<file path="config.mk">
export PLATFORM = sky130hd
export DESIGN_NAME = stack_insertion_sort_by_width_unit
export DESIGN_NICKNAME = d
export VERILOG_FILES = /design/src/sv/sisbw_pkg.sv /design/src/sv/stack_insertion_sort_by_width_unit.sv /design/src/sv/sisbw_ctrl.sv /design/src/sv/sisbw_dpath.sv
export SDC_FILE = /design/constraint.sdc
export NUM_CORES = 2
export LEC_CHECK = 0
export BUFFER_PORTS_ARGS = -buffer_cell sky130_fd_sc_hd__clkbuf_2
export CORE_UTILIZATION = 25
export CTS_CLUSTER_SIZE = 10
export DETAILED_ROUTE_END_ITERATION = 8
export SYNTH_ARGS = -nofsm -noshare
export SYNTH_HDL_FRONTEND = slang
export SYNTH_SLANG_ARGS = --single-unit
</file>
<file path="constraint.sdc">
create_clock -name clk -period 5.5 [get_ports clk]
set_clock_uncertainty 0.15 [all_clocks]
set_input_delay 1.1 -clock clk [delete_from_list [all_inputs] [get_ports clk]]
set_output_delay 1.1 -clock clk [all_outputs]
set_load 0.01 [all_outputs]
</file>
<file path="src/sv/sisbw_pkg.sv">
// Shared types, constants and helpers for the stack insertion sort by width unit.
package sisbw_pkg;

	localparam int STORE_DEPTH_DEF = 32;
	localparam int WIDTH_W = 16;
	localparam int HEIGHT_W = 15;

	typedef enum logic [1:0] {
		ST_IDLE = 2'b01,
		ST_EMIT = 2'b10
	} state_t;

	typedef struct packed {
		logic load;
		logic shift_out;
	} cmd_t;

	typedef struct packed {
		logic count_one;
	} status_t;

	function automatic logic [HEIGHT_W-1:0] abs_height(input logic signed [15:0] h);
		logic [15:0] neg;
		neg = 16'(-h);
		if (!h[15]) begin
			return h[HEIGHT_W-1:0];
		end else if (h == 16'sh8000) begin
			return {HEIGHT_W{1'b1}};
		end else begin
			return neg[HEIGHT_W-1:0];
		end
	endfunction

endpackage

</file>
<file path="src/sv/stack_insertion_sort_by_width_unit.sv">
// Top level: stable insertion sort of cubes by width, absolute heights on output.
// Loading: one item per cycle while busy is low; each item is inserted in place.
// Emission: after the item marked last, results start on the next cycle, one per cycle, one for
// each stored cube (1 to STORE_DEPTH), taken from the head of the cell chain as it shifts out.
// busy is high during emission; the receiver cannot stall. Reset (arst_n low) empties the store
// and clears the drop flag; stored entries need no clearing.
module stack_insertion_sort_by_width_unit
	import sisbw_pkg::*;
#(
	parameter int STORE_DEPTH = STORE_DEPTH_DEF
) (
	input  logic                clk,
	input  logic                arst_n,
	input  logic                start,
	output logic                busy,
	input  logic [WIDTH_W-1:0]  cube_width,
	input  logic signed [15:0]  cube_height,
	input  logic                last_cube,
	output logic                result_valid,
	output logic [WIDTH_W-1:0]  sorted_width,
	output logic [HEIGHT_W-1:0] sorted_height,
	output logic                last_sorted,
	output logic                overflow
);

	cmd_t    cmd;
	status_t status;

	sisbw_ctrl u_ctrl (
		.clk          (clk),
		.arst_n       (arst_n),
		.start        (start),
		.last_cube    (last_cube),
		.status       (status),
		.cmd          (cmd),
		.busy         (busy),
		.result_valid (result_valid),
		.last_sorted  (last_sorted)
	);

	sisbw_dpath #(
		.DEPTH (STORE_DEPTH)
	) u_dpath (
		.clk         (clk),
		.arst_n      (arst_n),
		.cmd         (cmd),
		.cube_width  (cube_width),
		.cube_height (cube_height),
		.status      (status),
		.head_width  (sorted_width),
		.head_height (sorted_height),
		.drop        (overflow)
	);

endmodule

</file>
<file path="src/sv/sisbw_ctrl.sv">
// Controller state machine: load items, then emit the sorted set.
module sisbw_ctrl
	import sisbw_pkg::*;
(
	input  logic    clk,
	input  logic    arst_n,
	input  logic    start,
	input  logic    last_cube,
	input  status_t status,
	output cmd_t    cmd,
	output logic    busy,
	output logic    result_valid,
	output logic    last_sorted
);

	state_t state_q;
	state_t state_d;

	always_comb begin
		state_d = state_q;
		cmd.load = 1'b0;
		cmd.shift_out = 1'b0;
		case (state_q)
			ST_IDLE: begin
				if (start) begin
					cmd.load = 1'b1;
					if (last_cube) begin
						state_d = ST_EMIT;
					end
				end
			end
			ST_EMIT: begin
				cmd.shift_out = 1'b1;
				if (status.count_one) begin
					state_d = ST_IDLE;
				end
			end
			default: begin
				state_d = ST_IDLE;
			end
		endcase
	end

	always_ff @(posedge clk or negedge arst_n) begin
		if (!arst_n) begin
			state_q <= ST_IDLE;
		end else begin
			state_q <= state_d;
		end
	end

	assign busy = (state_q == ST_EMIT);
	assign result_valid = (state_q == ST_EMIT);
	assign last_sorted = (state_q == ST_EMIT) && status.count_one;

endmodule

</file>
<file path="src/sv/sisbw_dpath.sv">
// Datapath: sorted insertion cell chain, fill count and drop flag.
module sisbw_dpath
	import sisbw_pkg::*;
#(
	parameter int DEPTH = STORE_DEPTH_DEF
) (
	input  logic                clk,
	input  logic                arst_n,
	input  cmd_t                cmd,
	input  logic [WIDTH_W-1:0]  cube_width,
	input  logic signed [15:0]  cube_height,
	output status_t             status,
	output logic [WIDTH_W-1:0]  head_width,
	output logic [HEIGHT_W-1:0] head_height,
	output logic                drop
);

	localparam int CW = $clog2(DEPTH + 1);

	logic [WIDTH_W-1:0]  width_q  [DEPTH];
	logic [HEIGHT_W-1:0] height_q [DEPTH];
	logic [CW-1:0]       count_q;
	logic                drop_q;
	logic [DEPTH-1:0]    gt;
	logic                full;
	logic [HEIGHT_W-1:0] new_height;

	assign full = (count_q == CW'(DEPTH));
	assign new_height = abs_height(cube_height);

	for (genvar i = 0; i < DEPTH; i++) begin : g_cell
		logic take;
		logic from_prev;

		assign gt[i] = (CW'(i) < count_q) && (width_q[i] > cube_width);
		assign take = gt[i] || (CW'(i) == count_q);
		if (i == 0) begin : g_first
			assign from_prev = 1'b0;
		end else begin : g_rest
			assign from_prev = gt[i-1];
		end

		always_ff @(posedge clk) begin
			if (cmd.load && !full && take) begin
				if (from_prev) begin
					width_q[i]  <= width_q[(i > 0) ? i-1 : 0];
					height_q[i] <= height_q[(i > 0) ? i-1 : 0];
				end else begin
					width_q[i]  <= cube_width;
					height_q[i] <= new_height;
				end
			end else if (cmd.shift_out && (i < DEPTH - 1)) begin
				width_q[i]  <= width_q[(i < DEPTH - 1) ? i+1 : i];
				height_q[i] <= height_q[(i < DEPTH - 1) ? i+1 : i];
			end
		end
	end

	always_ff @(posedge clk or negedge arst_n) begin
		if (!arst_n) begin
			count_q <= '0;
			drop_q  <= 1'b0;
		end else if (cmd.load) begin
			if (full) begin
				drop_q <= 1'b1;
			end else begin
				count_q <= count_q + CW'(1);
			end
		end else if (cmd.shift_out) begin
			count_q <= count_q - CW'(1);
			if (count_q == CW'(1)) begin
				drop_q <= 1'b0;
			end
		end
	end

	assign status.count_one = (count_q == CW'(1));
	assign head_width  = width_q[0];
	assign head_height = height_q[0];
	assign drop        = drop_q;

endmodule

</file>
# --- Yosys cells after proc, flatten, opt, wreduce, memory -nomap -nowiden ---
# Memories as Yosys holds them, arrays and structs flattened.
# Index checks and enable logic that the tools add are counted.
word_totals:
  register_bits: 9
  latchBits: 0
  ramBits: 992
  mem_bits_ro: 0
  input_bits: 36
  out_inout_bits: 35
  elab_cells: 733
  mem_count: 2
memory_table:
  columns: ["name", "depth", "word_bits", "rd", "rd_clocked_by_memory_dff", "write_ports", "line", "rtl"]
  rows:
  - ["u_dpath.width_q", 32, 16, 32, 0, 32, "sisbw_dpath.sv:20", "logic [WIDTH_W-1:0] width_q [DEPTH];"]
  - ["u_dpath.height_q", 32, 15, 32, 0, 32, "sisbw_dpath.sv:21", "logic [HEIGHT_W-1:0] height_q [DEPTH];"]
classes:
  addsub: 3
  n_mul: 0
  div: 0
  n_lt_le_gt_ge: 64
  eq_ne: 41
  n_shift: 0
  mux: 391
  n_bitwise: 124
  n_reduce_logical: 105
op_table:
  columns: ["operator", "count"]
  rows:
  - ["16-bit two-way mux", 62]
  - ["15-bit two-way mux", 64]
  - ["16-bit greater-than comparator", 32]
  - ["1-bit two-way mux", 258]
  - ["1-bit OR", 124]
  - ["5-bit by 6-bit == test with 1-bit output, first input constant", 16]
  - ["5-bit by 6-bit < comparator with 1-bit output, first input constant", 16]
  - ["1-bit logical AND", 66]
  - ["4-bit by 6-bit == test with 1-bit output, first input constant", 8]
  - ["4-bit by 6-bit < comparator with 1-bit output, first input constant", 8]
  - ["1-bit logical OR", 32]
  - ["3-bit by 6-bit == test with 1-bit output, first input constant", 4]
  - ["3-bit by 6-bit < comparator with 1-bit output, first input constant", 4]
  - ["6-bit two-way mux", 3]
  - ["16-bit == test, second input constant", 1]
  - ["15-bit negation", 1]
  - ["2-bit by 6-bit == test with 1-bit output, first input constant", 2]
  - ["1-bit by 6-bit < comparator with 1-bit output, first input constant", 2]
  - ["2-bit by 6-bit < comparator with 1-bit output, first input constant", 2]
  - ["2-bit inequality test, second input constant", 4]
  - ["6-bit by 1-bit adder with 6-bit output, second input constant", 1]
  - ["1-bit by 6-bit == test with 1-bit output, first input constant", 1]
  - ["6-bit by 1-bit == test with 1-bit output, second input constant", 1]
  - ["6-bit == test, second input constant", 1]
  - ["11 further kinds", 15]

# --- Depth between registers and ports, before layout ---
# An unclocked memory read counts as a cell.
logic_depth:
  depth_word: 9
  ltp_mapped: 13
  ltp_nobuf: 10

# --- Cells and area by module ---
# Synthesis repeated with hierarchy kept, for this count alone.
hier_totals:
  cells_unflattened: 5492
  hier_area_um2: 60621.9
by_module_without_submodules:
  columns: ["module", "n_inst", "cells_per_inst", "area_per_inst_um2"]
  rows:
  - ["sisbw_dpath", 1, 5480, 60504.3]
  - ["sisbw_ctrl", 1, 12, 117.6]

# --- Least setup slack after synthesis ---
# No wires, ideal clock.
synth_path:
  kind: "in2reg"
  startpoint: "input cube_width[14]"
  endpoint: "memory u_dpath.height_q[19][0], in the netlist u_dpath.height_q[9][15] (enable)"
  arrival_time_ps: 5416
  required_ps: 4888
  setup_slack_ps: -528
  cell_stages: 9
  n_path_buf: 1
  cell_sequence: "inv_1 ha_1 nand4_1 or4_1 a2bb2oi_1 nor3b_1 a211oi_2 clkbuf_1 o21ai_0"
synth_rtl:
  columns: ["element", "line", "rtl"]
  rows:
  - ["from (decl)", "stack_insertion_sort_by_width_unit.sv:16", "input logic [WIDTH_W-1:0] cube_width,"]
  - ["to (decl)", "sisbw_dpath.sv:21", null]

# --- Worst setup path after layout ---
layout_path:
  startpoint: "register u_dpath.count_q[4]"
  endpoint: "output last_sorted"
layout_via:
  elab_chain_cells: 2
layout_lines:
  columns: ["element", "line", "rtl"]
  rows:
  - ["from (decl)", "sisbw_dpath.sv:22", "logic [CW-1:0] count_q;"]
  - ["from (signal assigned)", "sisbw_dpath.sv:67", "count_q <= count_q + CW'(1);"]
  - ["from (signal assigned)", "sisbw_dpath.sv:70", "count_q <= count_q - CW'(1);"]
  - ["6-bit by 1-bit == test with 1-bit output", "sisbw_dpath.sv:77", "assign status.count_one = (count_q == CW'(1));"]
  - ["1-bit logical AND", "sisbw_ctrl.sv:54", "assign last_sorted = (state_q == ST_EMIT) && status.count_one;"]
  - ["to (decl)", "stack_insertion_sort_by_width_unit.sv:22", "output logic last_sorted,"]
# Every way passes these cells.

==> results.txt <==
----------------------------------------------------
[Outcome]
  Status ... completed

[Yosys]
  Share of flip-flops with an asynchronous set or reset ... 0.008991
  Register area share after synthesis ... 0.4874
  YS warnings ... 0
  Commonest register cell after synthesis ... edfxtp_1
  Number of library cell types mapped by synthesis ... between 80 and 90
  EDFF count, synth ... approximately 990
  Avg Cell Area, Syn ... between 9 and 10 um2
  Portion of synthesized cell area occupied by the leading cell type ... 0.4837
  Flop and latch count out of synthesis ... 1001
  Synthesized net count ... 6713
  Leading area contributor after synthesis ... edfxtp_1
  Syn Std Cell Area ... between 60000 and 70000 um2
  Biggest area contributors in the synthesized netlist ... edfxtp_1, ha_1, a21oi_1
  Number of standard cells after synthesis ... slightly above 6000

[Placement]
  Instance count after placement with tap cells included ... about 9000
  Detailed placement HPWL ... 158.8 mm
  Total cell area at the placement stage ... roughly 66000 um2
  Count of input and output buffers ... 70
  Final GP Congestion ... between 0.9 and 1
  Post-Place Setup Slack ... roughly 0.31 ns

[GRT]
  Grt ovf ... 0
  Wire length of the first global-routing pass ... about 330 mm
  Layer with the highest usage ... met2
  Initial antenna violation count ... 6
  Number of global-route vias before repair ... 50580
  Met3 Usage GRT ... 0.02440
  Global Route Usage Sum ... 0.1709
  Pin count of the biggest net entering global routing ... roughly 230
  Met2 Use GR ... 0.2788
  Met1 capacity usage during global routing ... 0.2182

[Critical path]
  Critical Setup Path Class ... reg2out
  Worst setup SP type ... flip-flop
  Largest stage delay on the critical path ... 0.75 ns
  List of cells traversed by the critical path ... buf_4, nor4_1, nand2_1, nor2_1, clkbuf_2
  Required time of the critical path ... 4.25 ns
  Max Fanout on Critical Path ... 17
  Critical Path End Type ... primary output
  Arr. time, crit path ... 3.67 ns
  Slowest cell on the critical path ... nor4_1

[Timing]
  Post-Route Hold Slack ... approximately 0.1 ns
  Worst-margin pin slew ... 1.198 ns
  Count of endpoints failing setup in the final report ... 0
  Shortest period the worst path allows ... about 5 ns
  Setup total negative slack ... 0 ns
  Max Slew Vio Count ... 0
  Final WS setup ... 0.5831 ns
  Max transition margin ... 0.2013
  Final clock period utilization by the worst path ... 0.8940
  F_max ... slightly above 200 MHz
  Final hold violation count ... 0
  RSZ-0062 raised after global routing ... false

[Clocking]
  Clock-pin slew of the registers on the worst-case setup and hold paths ... ~0.06 ns
  Clk_lat worst skew ... between 0.7 and 0.8 ns
  Buffer type at the clock tree root ... clkbuf_16
  Quantity of gates resized following cts ... 0
  Hold-fix buffers at CTS ... 0
  Post-CTS setup repair buffer count ... 0
  TritonCTS Buffers ... ~120
  TritonCTS clock tree ... done
  Total number of H-tree levels ... 3
  Maximum count of clock buffers along a single path ... 3
  Clock sink count ... 1001

[Floorplan]
  Row cnt ... between 150 and 200
  Boundary Pins ... 71
  Die span in x ... approximately 500 um
  Area of the die ... 248300 um2
  Vert. Die Dim ... between 400 and 500 um
  Initial Utilization ... 0.2522
  Core area ... between 200000 and 250000 um2

[Power]
  Power density over the cells ... 376.1 nW/um2
  Reported leakage power ... 26.23 nW
  Maximum vdd drop ... approximately 0.26 mV
  Post-layout power ... approximately 26 mW

[Finish]
  Leading cell type in the layout, fill and taps excluded ... edfxtp_1
  Commonest non-fill, non-tap cells in the layout ... edfxtp_1, a21oi_1, nand2_1, nor2_1, ha_1
  Total number of nets in the final design ... 6685
  Proportion of layout cells with a drive suffix above 1 ... 0.1037
  Layout Utilization ... 0.2853
  Area of all placed cells without fillers ... roughly 70000 um2
  Fin cells ... 9395
  Area growth syn-to-layout ... 13.12%

[Routing]
  Detailed-route via count ... about 52000
  Aggregate routed wire length ... between 200 and 250 mm
  Number of design-rule violations left by the first detailed-router iteration ... around 6400
  DR vias/cell ... about 5.5
  1st-pass router iterations ... 7
  Remaining DRCs ... 0
  Routed WL per cell ... about 23 um
  Antenna viol nets, final ... 0

[Job]
  # Max-Cap Violations ... 0

[Worst hold path]
  Classification of the worst-slack hold path ... in2async

----------------------------------------------------
[metal layers]
metal	vias up	wire length, um
met1	25670	88710
li1	23130	-
met2	2620	101600
met3	445	17890
met4	2	11800
met5	-	9
[final timing paths]
check	startpoint	to	slack, ns	cells after the start
min in group clk	u_dpath.height_q[4][11]	u_dpath.height_q[4][26]	0.40	1
max reg2reg	u_dpath.count_q[1]	u_dpath.height_q[0][28]	0.85	8
min	arst_n	u_dpath.count_q[4]	0.10	1
max in group asynchronous	arst_n	u_ctrl.state_q[0]	4.81	1
max	u_dpath.count_q[4]	last_sorted	0.58	5
min reg2reg	u_dpath.height_q[4][11]	u_dpath.height_q[4][26]	0.40	1
[synthesized netlist by cell type (all sizes together), types with 18 or more instances]
library cell and instances:
a21o 53, a21oi 890, a221o 126, a221oi 65, a22o 24, a22oi 36, a31oi 22, and2 18
and3 20, and4 18, buf 132, clkbuf 344, edfxtp 992, ha 517, inv 188, mux2 32
mux2i 199, nand2 680, nand3 76, nand4 88, nor2 678, nor2b 34, nor3 137, o211ai 36
o21a 19, o21ai 324, o221a 48, o22ai 152
[where the power goes]
| group | switching (mW) | internal [mW] |
|---|---|---|
| combinational | 4.97 | 2.68 |
| sequential | 1.02 | 10.4 |
| clock | 3.19 | 3.96 |
[logic make-up (layout without fill, tap and decap cells)]
family	Yosys count	count (layout)	synth area share
adder cells (fa/ha/maj)	517	517	0.1050
flip-flops	1001	1001	0.4874
other	0	2	0
AND/OR/NAND/NOR	1818	1818	0.1282
buffers and inverters	666	697	0.04502
AO/OA/AOI/OAI	1914	1914	0.1942
multiplexers	231	231	0.03820
XOR/XNOR	13	13	0.001849
[worst max-delay path, delay by kind of cell (launching register included)]
family / cells / cell delay [ns]
buf+inv: 2 / 0.53
simple gates: 3 / 1.79
flops: 1 / 0.60
[final cells by class]
type                    instances  area [um2]
multi-input cells            4493       29040
inverters                     190       720.7
well taps                    3202        4006
fillers                     25350      174500
diodes                          2       5.005
clock buffers                 153        3084
repair buffers                329        2595
clock inverters                25       193.9
flip-flops and latches       1001       30020
[registers in the layout (all words and copies together) (netlist names)]
| signal | cells |
|---|---|
| u_dpath.width_q | 512 |
| u_dpath.drop | 1 |
| u_dpath.count_q | 6 |
| u_dpath.height_q | 480 |
| u_ctrl.state_q | 2 |
Power figures use the tool's default switching activity.
